`src/design/hostname_pattern_match_assert.svh`:
```
// assertion macros used by the top-level design file
`ifndef HOSTNAME_PATTERN_MATCH_ASSERT_SVH
`define HOSTNAME_PATTERN_MATCH_ASSERT_SVH

// same-cycle implication, checked out of reset
`define HPM_ASSERT_NOW(lbl, ante, cons, msg) \
  lbl: assert property (@(posedge clk) disable iff (!rst_n) (ante) |-> (cons)) else $error(msg);

// next-cycle implication, checked out of reset
`define HPM_ASSERT_NEXT(lbl, ante, cons, msg) \
  lbl: assert property (@(posedge clk) disable iff (!rst_n) (ante) |=> (cons)) else $error(msg);

`endif

```
`src/design/hpm_pkg.sv`:
```
package hpm_pkg;

  // largest pattern the registers can hold
  localparam int PAT_MAX_BYTES = 32;

  localparam logic [7:0] CHAR_DOT     = 8'h2E;
  localparam logic [7:0] CHAR_STAR    = 8'h2A;
  localparam logic [7:0] CHAR_QUEST   = 8'h3F;
  localparam logic [7:0] CHAR_UPPER_A = 8'h41;
  localparam logic [7:0] CHAR_UPPER_Z = 8'h5A;
  localparam logic [7:0] CASE_OFFSET  = 8'h20;

  // register indexes on the configuration port
  localparam logic [2:0] REG_PATTERN_WORD_0 = 3'd0;
  localparam logic [2:0] REG_PATTERN_WORD_3 = 3'd3;
  localparam logic [2:0] REG_PATTERN_LENGTH = 3'd4;
  localparam logic [2:0] REG_IGNORE_CASE    = 3'd5;
  localparam logic [2:0] REG_INVERT_RESULT  = 3'd6;

  typedef enum logic [1:0] {
    CLS_EXACT     = 2'd0,
    CLS_SUBDOMAIN = 2'd1,
    CLS_CONTAINS  = 2'd2,
    CLS_COMPLEX   = 2'd3
  } cls_t;

  // match flags carried from cell to cell
  typedef struct packed {
    logic a;  // pattern prefix ends at the newest byte
    logic d;  // pattern prefix from byte 1 ends at the newest byte
    logic x;  // pattern prefix equals the text from its start
  } chain_t;

  function automatic logic [7:0] fold_byte(input logic [7:0] c, input logic ic);
    logic [7:0] r;
    r = c;
    if (ic && c >= CHAR_UPPER_A && c <= CHAR_UPPER_Z) r = c + CASE_OFFSET;
    return r;
  endfunction

endpackage

```
`src/design/hpm_cell.sv`:
```
module hpm_cell (
  input  logic            clk,
  input  logic            rst_n,
  input  logic            step,
  input  logic            clear,
  input  logic            ignore_case,
  input  logic [7:0]      text_byte,   // already folded
  input  logic [7:0]      pat_byte,    // raw pattern byte
  input  hpm_pkg::chain_t prev,
  output hpm_pkg::chain_t flags_nxt,
  output hpm_pkg::chain_t flags_r
);

  logic eq;

  assign eq = (text_byte == hpm_pkg::fold_byte(pat_byte, ignore_case));

  assign flags_nxt.a = prev.a & eq;
  assign flags_nxt.d = prev.d & eq;
  assign flags_nxt.x = prev.x & eq;

  always_ff @(posedge clk) begin
    if (!rst_n) begin
      flags_r <= '0;
    end else if (step) begin
      flags_r <= clear ? '0 : flags_nxt;
    end
  end

endmodule

```
`src/design/hpm_classify.sv`:
```
module hpm_classify #(
  parameter int NUM_CELLS = 32
) (
  input  logic [NUM_CELLS-1:0][7:0] pat_bytes,
  input  logic [5:0]                len,
  input  logic                      len_ok,
  output hpm_pkg::cls_t             cls
);

  logic dot;
  logic star;
  logic quest;
  logic star_dot;

  always_comb begin
    dot      = 1'b0;
    star     = 1'b0;
    quest    = 1'b0;
    star_dot = 1'b0;
    for (int i = 0; i < NUM_CELLS; i++) begin
      if (6'(i) < len) begin
        if (pat_bytes[i] == hpm_pkg::CHAR_DOT) dot = 1'b1;
        if (pat_bytes[i] == hpm_pkg::CHAR_QUEST) quest = 1'b1;
        if (pat_bytes[i] == hpm_pkg::CHAR_STAR) begin
          star = 1'b1;
          if ((i + 1 < NUM_CELLS) && (6'(i + 1) < len) &&
              (pat_bytes[(i + 1 < NUM_CELLS) ? i + 1 : i] == hpm_pkg::CHAR_DOT)) begin
            star_dot = 1'b1;
          end
        end
      end
    end
  end

  always_comb begin
    if (!len_ok) begin
      cls = hpm_pkg::CLS_COMPLEX;
    end else if (dot && !star && !quest) begin
      cls = hpm_pkg::CLS_EXACT;
    end else if (len > 6'd2 && pat_bytes[0] == hpm_pkg::CHAR_STAR &&
                 pat_bytes[1] == hpm_pkg::CHAR_DOT) begin
      cls = hpm_pkg::CLS_SUBDOMAIN;
    end else if (star_dot && pat_bytes[0] != hpm_pkg::CHAR_STAR) begin
      cls = hpm_pkg::CLS_CONTAINS;
    end else if (!dot && !star && !quest) begin
      cls = hpm_pkg::CLS_CONTAINS;
    end else begin
      cls = hpm_pkg::CLS_COMPLEX;
    end
  end

endmodule

```
`src/design/hostname_pattern_match.sv`:
```
// Matches a server name, streamed in one byte per transfer with tlast on the final byte,
// against a configured pattern of up to 32 bytes (fewer if PATTERN_BYTES is smaller).
// The pattern is classed as exact, subdomain ("*." prefix), contains or complex; complex
// never matches. One byte is taken every cycle when not stalled, with no gaps between
// names; each result is registered in the cycle after its name's final byte as the next
// name's bytes flow on. A row of match cells, one per pattern byte, sets the rate: every
// byte is broadcast to all cells and compared in parallel, and each cell passes its
// prefix-match flags to its neighbor, so one byte finishes per cycle. No clearing pass is
// needed after reset. Configuration must be written only while no name is in flight.
module hostname_pattern_match #(
  parameter int PATTERN_BYTES = 32,
  parameter int TEXT_BYTES    = 64
) (
  input  logic        clk,
  input  logic        rst_n,
  // input stream
  input  logic        in_tvalid,
  output logic        in_tready,
  input  logic [7:0]  in_tdata,    // [7:0] text_byte
  input  logic        in_tlast,    // last_byte
  // result stream
  output logic        out_tvalid,
  input  logic        out_tready,
  output logic [7:0]  out_tdata,   // [0] matched, [1] too_long, [3:2] pattern_class, rest zero
  // configuration
  input  logic        cfg_psel,
  input  logic        cfg_penable,
  input  logic        cfg_pwrite,
  input  logic [5:0]  cfg_paddr,
  input  logic [63:0] cfg_pwdata,
  output logic [63:0] cfg_prdata,
  output logic        cfg_pready
);

  `include "hostname_pattern_match_assert.svh"

  // cells beyond 32 could never be reached by a legal pattern length
  localparam int NUM_CELLS = (PATTERN_BYTES < hpm_pkg::PAT_MAX_BYTES) ?
                             PATTERN_BYTES : hpm_pkg::PAT_MAX_BYTES;
  localparam int CNT_W = $clog2(TEXT_BYTES + 2);
  localparam logic [CNT_W-1:0] CNT_LIMIT = CNT_W'(TEXT_BYTES);

  // ---------------------------------------------------------------- config registers
  logic [3:0][63:0] pat_word_r;
  logic [5:0]       pat_len_r;
  logic             ignore_case_r;
  logic             invert_r;
  logic [2:0]       cfg_idx;
  logic             cfg_wr;

  assign cfg_pready = 1'b1;
  assign cfg_idx    = cfg_paddr[5:3];
  assign cfg_wr     = cfg_psel & cfg_penable & cfg_pwrite & cfg_pready;

  always_ff @(posedge clk) begin
    if (!rst_n) begin
      pat_word_r    <= '0;
      pat_len_r     <= '0;
      ignore_case_r <= 1'b0;
      invert_r      <= 1'b0;
    end else if (cfg_wr) begin
      case (cfg_idx)
        hpm_pkg::REG_PATTERN_LENGTH: pat_len_r     <= cfg_pwdata[5:0];
        hpm_pkg::REG_IGNORE_CASE:    ignore_case_r <= cfg_pwdata[0];
        hpm_pkg::REG_INVERT_RESULT:  invert_r      <= cfg_pwdata[0];
        default: begin
          // the four pattern words share the low indexes
          if (cfg_idx <= hpm_pkg::REG_PATTERN_WORD_3) pat_word_r[cfg_idx[1:0]] <= cfg_pwdata;
        end
      endcase
    end
  end

  always_comb begin
    case (cfg_idx)
      hpm_pkg::REG_PATTERN_LENGTH: cfg_prdata = {58'd0, pat_len_r};
      hpm_pkg::REG_IGNORE_CASE:    cfg_prdata = {63'd0, ignore_case_r};
      hpm_pkg::REG_INVERT_RESULT:  cfg_prdata = {63'd0, invert_r};
      default: begin
        if (cfg_idx <= hpm_pkg::REG_PATTERN_WORD_3) cfg_prdata = pat_word_r[cfg_idx[1:0]];
        else cfg_prdata = '0;
      end
    endcase
  end

  // pattern bytes, byte 0 from the low end of word 0
  logic [255:0]              pat_flat;
  logic [NUM_CELLS-1:0][7:0] pat_bytes;
  logic                      len_ok;
  hpm_pkg::cls_t             cls;

  assign pat_flat  = pat_word_r;
  assign pat_bytes = pat_flat[(NUM_CELLS*8)-1:0];
  assign len_ok    = (pat_len_r != 6'd0) && (int'(pat_len_r) <= NUM_CELLS);

  hpm_classify #(.NUM_CELLS(NUM_CELLS)) u_classify (
    .pat_bytes (pat_bytes),
    .len       (pat_len_r),
    .len_ok    (len_ok),
    .cls       (cls)
  );

  // ---------------------------------------------------------------- input side
  logic             out_valid_r;
  logic [7:0]       out_data_r;
  logic             in_xfer;
  logic             last_xfer;
  logic [7:0]       text_fold;
  logic [CNT_W-1:0] cnt_r;
  logic [CNT_W-1:0] cnt_nxt;
  logic             first_byte;

  // the output register frees up in the same cycle it is taken
  assign in_tready = !out_valid_r || out_tready;
  assign in_xfer   = in_tvalid && in_tready;
  assign last_xfer = in_xfer && in_tlast;
  assign text_fold = hpm_pkg::fold_byte(in_tdata, ignore_case_r);

  // byte count saturates one past the text limit
  assign first_byte = (cnt_r == '0);
  assign cnt_nxt    = (cnt_r <= CNT_LIMIT) ? cnt_r + 1'b1 : cnt_r;

  always_ff @(posedge clk) begin
    if (!rst_n) begin
      cnt_r <= '0;
    end else if (in_xfer) begin
      cnt_r <= in_tlast ? '0 : cnt_nxt;
    end
  end

  // ---------------------------------------------------------------- cell row
  hpm_pkg::chain_t cell_prev [NUM_CELLS];
  hpm_pkg::chain_t cell_nxt  [NUM_CELLS];
  hpm_pkg::chain_t cell_q    [NUM_CELLS];

  for (genvar g = 0; g < NUM_CELLS; g++) begin : g_cell
    if (g == 0) begin : g_head
      // any byte can start a substring; only the first byte starts the exact run
      assign cell_prev[g] = '{a: 1'b1, d: 1'b0, x: first_byte};
    end else if (g == 1) begin : g_second
      // subdomain suffix starts at pattern byte 1, the dot
      assign cell_prev[g] = '{a: cell_q[g-1].a, d: 1'b1, x: cell_q[g-1].x};
    end else begin : g_body
      assign cell_prev[g] = cell_q[g-1];
    end

    hpm_cell u_cell (
      .clk         (clk),
      .rst_n       (rst_n),
      .step        (in_xfer),
      .clear       (in_tlast),
      .ignore_case (ignore_case_r),
      .text_byte   (text_fold),
      .pat_byte    (pat_bytes[g]),
      .prev        (cell_prev[g]),
      .flags_nxt   (cell_nxt[g]),
      .flags_r     (cell_q[g])
    );
  end

  // flags of the cell at the pattern's last byte
  hpm_pkg::chain_t sel_nxt;

  always_comb begin
    sel_nxt = '0;
    for (int i = 0; i < NUM_CELLS; i++) begin
      if (pat_len_r == 6'(i + 1)) sel_nxt = cell_nxt[i];
    end
  end

  // sticky substring hit for the current name
  logic found_r;
  logic found_nxt;

  assign found_nxt = found_r | (len_ok & sel_nxt.a);

  always_ff @(posedge clk) begin
    if (!rst_n) begin
      found_r <= 1'b0;
    end else if (in_xfer) begin
      found_r <= in_tlast ? 1'b0 : found_nxt;
    end
  end

  // ---------------------------------------------------------------- result
  logic too_long;
  logic raw_match;

  assign too_long = (cnt_nxt > CNT_LIMIT);

  always_comb begin
    case (cls)
      hpm_pkg::CLS_EXACT:     raw_match = sel_nxt.x;
      hpm_pkg::CLS_SUBDOMAIN: raw_match = sel_nxt.d;
      hpm_pkg::CLS_CONTAINS:  raw_match = found_nxt;
      default:                raw_match = 1'b0;
    endcase
    if (too_long) raw_match = 1'b0;
  end

  always_ff @(posedge clk) begin
    if (!rst_n) begin
      out_valid_r <= 1'b0;
    end else if (last_xfer) begin
      out_valid_r <= 1'b1;
    end else if (out_tready) begin
      out_valid_r <= 1'b0;
    end
  end

  // payload register, loaded on the final byte
  always_ff @(posedge clk) begin
    if (last_xfer) begin
      out_data_r <= {4'd0, cls, too_long, raw_match ^ invert_r};
    end
  end

  assign out_tvalid = out_valid_r;
  assign out_tdata  = out_data_r;

  // ---------------------------------------------------------------- checks
  `HPM_ASSERT_NEXT(a_result_loaded, last_xfer, out_valid_r, "final byte gave no result")
  `HPM_ASSERT_NEXT(a_name_cleared, last_xfer, (cnt_r == '0) && !found_r, "name state not cleared")
  `HPM_ASSERT_NOW(a_count_bound, 1'b1, cnt_r <= CNT_LIMIT + 1'b1, "byte count past saturation")
  `HPM_ASSERT_NEXT(a_no_spurious, in_xfer && !in_tlast && !out_valid_r, !out_valid_r, "result without final byte")

endmodule
```
`config.mk`:
```
export PLATFORM = sky130hd
export DESIGN_NAME = hostname_pattern_match
export DESIGN_NICKNAME = d
export VERILOG_FILES = /design/src/design/hpm_pkg.sv /design/src/design/hpm_cell.sv /design/src/design/hpm_classify.sv /design/src/design/hostname_pattern_match.sv
export VERILOG_INCLUDE_DIRS = /design/src /design/src/design
export SDC_FILE = /design/constraint.sdc
export NUM_CORES = 1
export LEC_CHECK = 0
export BUFFER_PORTS_ARGS = -buffer_cell sky130_fd_sc_hd__buf_2
export CORE_ASPECT_RATIO = 1.2
export CORE_UTILIZATION = 35
export DETAILED_ROUTE_END_ITERATION = 8
export HOLD_SLACK_MARGIN = 0.1
export REMOVE_ABC_BUFFERS = 1
export SYNTH_ARGS = -nofsm -noshare
export SYNTH_HDL_FRONTEND = slang
export SYNTH_SLANG_ARGS = --single-unit
export TNS_END_PERCENT = 20
```
`constraint.sdc`:
```
create_clock -name clk -period 10.2 [get_ports clk]
set_input_delay 0.51 -clock clk [delete_from_list [all_inputs] [get_ports clk]]
set_output_delay 0.51 -clock clk [all_outputs]
set_load 0.02 [all_outputs]
```
==> results of run 1 <==
## state kept, by name, indices dropped and copies added (netlist names)
signal / flops
found_r: 1
cnt_r: 7
invert_r: 1
out_tdata: 4
pat_bytes: 256
ignore_case_r: 1
g_cell.u_cell.flags_r: 92
pat_len_r: 6
out_tvalid: 1
## per-layer routing
metal	vias to the layer above	wire [um]	global-route usage, %
li1	11532	-	-
met1	12047	40100	32.5
met2	1039	48800	45.5
met3	308	7240	5.07
met4	2	5950	14.4
met5	-	13	0
## cell usage after synthesis, types with 13 or more instances
master | count | area share (%)
nand4_1 | 43 | 1.1
nand4b_1 | 17 | 0.58
nor4bb_1 | 13 | 0.51
clkbuf_1 | 184 | 2.7
a21oi_1 | 59 | 1.2
and2_1 | 32 | 0.79
and3_1 | 22 | 0.54
a41oi_1 | 14 | 0.48
mux4_2 | 64 | 5.7
o31ai_1 | 27 | 0.80
a22oi_1 | 94 | 2.8
inv_1 | 95 | 1.4
xor2_1 | 124 | 4.3
nor4b_1 | 13 | 0.45
xnor2_1 | 129 | 4.4
or4_1 | 17 | 0.50
o21ai_0 | 48 | 0.94
nor2b_1 | 164 | 4.0
a21o_1 | 17 | 0.50
and4_1 | 13 | 0.45
nor3_1 | 94 | 1.8
nor4_1 | 45 | 1.1
a21boi_0 | 271 | 8.0
a31oi_1 | 45 | 1.1
ha_1 | 35 | 1.7
o41ai_1 | 25 | 0.86
dfxtp_1 | 365 | 29
nand2b_1 | 13 | 0.32
nand3_1 | 106 | 2.1
nor2_1 | 140 | 2.1
or3_1 | 29 | 0.71
buf_1 | 21 | 0.31
nand2_1 | 625 | 9.2
## path summary, 6_finish.rpt
check	slack, ns	startpoint	end	cells past startpoint
worst max-delay path	4.64	pat_len_r[2]	out_tdata[0]	13
worst min-delay path	0.21	cfg_pwdata[40]	pat_bytes[104]	3
worst max register to register	4.64	pat_len_r[2]	out_tdata[0]	13
worst min register to register	0.52	pat_bytes[223]	pat_bytes[223]	2
## critical path: cells and delay by family, from the launching register on
family / cells / cell delay (ns)
DFF: 1 / 0.48
AOI/OAI and AO/OA: 5 / 2.07
xor gates and xnor gates: 1 / 0.20
and+or+nand+nor: 6 / 2.09
buffers and inverters: 1 / 0.41
## kinds of logic after synthesis
| logic type | Yosys count | share of synthesized area (%) |
|---|---|---|
| and+or+nand+nor | 1432 | 27.9 |
| buffers and inverters | 325 | 5.15 |
| DFF | 369 | 29.1 |
| other | 2 | 0.0295 |
| AOI/OAI and AO/OA | 731 | 21.2 |
| adders and majority gates | 35 | 1.72 |
| muxes | 77 | 6.18 |
| xor gates and xnor gates | 253 | 8.70 |
## through the flow
step / area, um2 / std cells / setup slack (ns) / hold WS (ns)
floorplan: 24500 / 2997 / 5.78 / 0.456
global placement: 26900 / 4127 / 4.87 / 0.505
detailed placement: 26900 / 4127 / 4.85 / 0.513
CTS: 28200 / 4201 / 4.92 / 0.192
global route: 28200 / 4202 / 4.45 / 0.202
finish: 28200 / 4203 / 4.64 / 0.209
## power groups by stage
stage | Clock, mW | Combinational (mW) | Sequential [mW]
final | 1.55 | 0.281 | 1.47
after global routing | 1.62 | 0.297 | 1.47
after CTS | 1.57 | 0.277 | 1.47
after detailed placement | 0 | 0.276 | 1.50
after global placement | 0 | 0.274 | 1.50
after floorplan | 0 | 0.135 | 1.50
## cell type report
| class | count | area share (%) |
|---|---|---|
| clock buffer | 63 | 4.47 |
| sequential | 369 | 26.3 |
| tap | 935 | 4.14 |
| antenna | 2 | 0.0177 |
| clock inverter | 11 | 0.345 |
| timing repair buffer | 195 | 3.93 |
| inverter | 95 | 1.26 |
| multi-input combinational | 2533 | 59.5 |
==> results.md, run 1 <==
- CTS H-tree depth: 2
- Vias in the first global route: 23.7k
- Synth async-reset ratio: 0%
- I/O Buffers: 152
- Commonest non-fill, non-tap cell in the layout: nand2_1
- Max clock buf depth: 3
- Post-Syn Instances: 3224
- CP most frequent cell: nand4_1
- Most frequent cells in the layout: 622 x nand2_1, 365 x dfxtp_1, 271 x a21boi_0
- FF+latch count, synth: 369
- Post-CTS Hold Buffers: 0
- CTS Buf Count: 42
- Root Buffer: clkbuf_16
- Power Total: 3.30 mW
- Tmin final: 5.56 ns
- First-pass GRT wire length: 152 mm
- FILL cells: 7504
- Net Sw Frac: 26.1%
- EDFF count, synth: 4
- Die height: 298 um
- WP data arrival: 5.87 ns
- DRC violations left: 0
- Via Count: 24.9k
- Cell variety after synth: 91
- Final period util: 54.5%
- Final GP Congestion: 0.986
- Peak supply drop: 0.0000974 V
- Sequential Power Share: 44.6%
- Initial antenna violation count: 3
- Die ar.: 73900 um2
- Core Rows: 108
- Routed len/inst: 24.3 um
- CP Launch Type: register
- Share of cells above drive strength 1: 11.6%
- Post-route ant nets: 0
- RSZ-0062 raised after global routing: false
- Sequential cell area: 7430 um2
- Leak: 9.42 nW
- Top FF cell, synth: dfxtp_1
- Max Fclk: 0.180 GHz
- Mapped Area: 25500 um2
- Final core occ: 39.1%
- Sequential share of the synthesized area: 29.1%
- Crit-path max cell delay: 0.79 ns
- Power Dens Cells: 117 nW/um2
- Post-CTS Resized: 0
- Area delta synth->final: 10.9%
- HPWL after DPL: 70.6 mm
- Clock share of power: 46.9%
- Slew margin rel.: 9.53%
- # nets final: 3357
- Kind of critical path: register to register
- Area of the core: 72200 um2
- Starting Density: 35.3%
- Endpoint class of the critical path: register
- Final Hold Viols: 0
- All-Layer GR Usage: 27.1%
- CP max FO: 29
- Status: finished clean
- DRT iter0 DRCs: 2223
- Combinational share of power: 8.5%
- Worst Tran Pin Value: 1.34 ns
- Detailed Route WL: 102 mm
- Total grt overflow: 0
- Count of final setup violators: 0
- Pin count of the biggest net entering global routing: 213
- TritonRoute pass-1 iters: 6
- CP max stage cell: a2111oi_0
- Post-CTS Setup Bufs: 0
- Worst Skew: 0.0200 ns
- Synth warn: 0
- Min-delay worst type: primary input to register
- Slew Limit Fails: 0
- Clk_lat worst skew: 0.59 ns
- Pint: 2.44 mW
- Vias per Instance: 5.93
- Final TNS setup: 0 ns
- Die X-Extent: 248 um
- WP data required: 10.51 ns
- TritonCTS clock tree: done
- Worst-path clk slew: 0.07 ns
- Multi-input combinational cell area: 16800 um2
- Num ports: 161
- Maxcap violations: 0
- Clock sink count: 369
- Crit-path cells: buf_4, or4b_1, nor2_1, nor4_1, a2111oi_0, nand4_1, a31oi_1, nand2_1, a221oi_1, nand4_1, o311ai_1, a221oi_2, xor2_1
- Psw: 861 uW
- Syn_area_per_cell: 7.90 um2
No activity file was read; power rests on OpenSTA's default activity.
==> inputs of run 2 (changes only) <==
- clock period: 10.2 -> 4.95 ns (I/O delays scaled with it)
==> run 2 against run 1 <==
Against the previous run: clock power increased by 120%; die area unchanged; critical endpoint unchanged; utilization increased by 1.5 points; combinational power increased by 130%; clock skew increased by 0.0054 ns; cell area increased by 3.9%; worst hold slack got worse by 0.044 ns; flip-flop and latch count unchanged; power increased by 110%.
==> results.md, run 2 (synthesis results as in run 1) <==
- Final period util: 95.4%
- Num ports: 161
- I/O Buffers: 152
- Multi-input combinational cell area: 16800 um2
- Worst Tran Pin Value: 1.05 ns
- Kind of critical path: register to register
- CP max FO: 20
- Combinational share of power: 8.9%
- Max reg flops: 256
- Clock sink count: 369
- Detailed Route WL: 104 mm
- Die height: 298 um
- Clk_lat worst skew: 0.59 ns
- Vias per Instance: 5.87
- Initial antenna violation count: 3
- TritonCTS clock tree: done
- FILL cells: 7432
- Root Buffer: clkbuf_16
- DRT iter0 DRCs: 2240
- Die X-Extent: 248 um
- Worst reg2reg setup slack: 0.23 ns
- Post-route ant nets: 0
- Sequential cell area: 7430 um2
- Tmin final: 4.72 ns
- Sequential Power Share: 42.7%
- WP data arrival: 5.05 ns
- CTS H-tree depth: 2
- Hold EP: invert_r
- HPWL after DPL: 74.8 mm
- Placed cells: 4164
- Worst Hold Launch: cfg_pwrite
- Final GP Congestion: 1.02
- Slew margin rel.: 29.9%
- RSZ-0062 raised after global routing: false
- Routed len/inst: 24.1 um
- Slew Limit Fails: 0
- Power Dens Cells: 241 nW/um2
- Final TNS setup: 0 ns
- Starting Density: 35.3%
- Net Sw Frac: 25.4%
- Reg-to-Reg Start: pat_len_r[1]
- CTS Buf Count: 42
- R2R Path End: out_tdata[0]
- R2R cell count: 12
- Max clock buf depth: 3
- Area of the core: 72200 um2
- Worst Skew: 0.0254 ns
- Leak: 9.95 nW
- DRC violations left: 0
- Area delta synth->final: 15.2%
- Min-delay worst type: primary input to register
- Clock share of power: 48.3%
- Vias in the first global route: 23.9k
- Commonest non-fill, non-tap cell in the layout: nand2_1
- CP Launch Type: register
- Pin count of the biggest net entering global routing: 165
- Final core occ: 40.7%
- Peak supply drop: 0.000202 V
- Worst hold margin: 0.165 ns
- Endpoint class of the critical path: register
- All-Layer GR Usage: 27.6%
- Maxcap violations: 0
- Max Fclk: 0.212 GHz
- Via Count: 25.3k
- First-pass GRT wire length: 154 mm
- Hold depth: 5
- Pint: 5.29 mW
- Count of final setup violators: 0
- TritonRoute pass-1 iters: 6
- Core Rows: 108
- Most frequent cells in the layout: 622 x nand2_1, 365 x dfxtp_1, 271 x a21boi_0
- Psw: 1.80 mW
- WP data required: 5.28 ns
- Status: finished clean
- # nets final: 3460
- Final Hold Viols: 0
- Total grt overflow: 0
- Share of cells above drive strength 1: 12.4%
- Layout Cells excl Fill: 4304
- Die ar.: 73900 um2
- Post-CTS Resized: 0
- Worst-path clk slew: 0.07 ns
run 2: metrics by stage:
stage	instance area [um2]	power (mW)	worst slack, ns
after global placement	27200	3.67	0.437
final	29400	7.08	0.226
after floorplan	24500	3.36	0.662
after CTS	29400	7.13	0.366
after global routing	29400	7.29	0.0115
after detailed placement	27200	3.67	0.389
run 2: worst max-delay path by stage:
stage,end,start,slack (ns)
floorplan,out_tdata[0],ignore_case_r,0.66
global placement,out_tdata[0],pat_len_r[1],0.44
detailed placement,out_tdata[0],pat_len_r[1],0.39
CTS,out_tdata[0],pat_len_r[1],0.37
global route,out_tdata[0],pat_len_r[1],0.01
finish,out_tdata[0],pat_len_r[1],0.23
run 2: what timing repair did:
action | 4_1_cts | 5_1_grt
endpoints found under the hold margin | 264 | 0
buffers inserted | 0 | 0
hold buffers | 66 | 0
run 2: critical path, stage by stage (launching register included):
cell and delay (ns):
dfxtp_1 0.56, or4b_1 0.77, nor2_1 0.48, nor4_1 0.16, a2111oi_0 0.63, nand4_1 0.16, a31oi_1 0.43, nand2_1 0.15
a221oi_1 0.36, nand4_1 0.15, o311ai_1 0.34, a221oi_2 0.08, xor2_1 0.18
run 2: power by group through the flow:
stage	logic (mW)	clock network, mW	registers [mW]
after global routing	0.668	3.59	3.03
after floorplan	0.277	0	3.08
after detailed placement	0.580	0	3.09
final	0.633	3.42	3.03
after CTS	0.623	3.48	3.03
after global placement	0.576	0	3.09
run 2: final cells by class:
type / instances / share of cell area [%]
well taps: 935 / 3.98
clock inverters: 18 / 0.980
multi-input cells: 2533 / 57.2
repair buffers: 298 / 7.27
flip-flops and latches: 369 / 25.3
clock buffers: 55 / 4.02
diodes: 1 / 0.00852
inverters: 95 / 1.21
run 2: layer usage:
metal,vias up,GRT usage (%),share of wire [%]
li1,11726,-,-
met1,12186,33.6,39
met2,1058,45.9,48
met3,302,4.47,6.9
met4,2,15.5,5.9
met5,-,0,0.0067
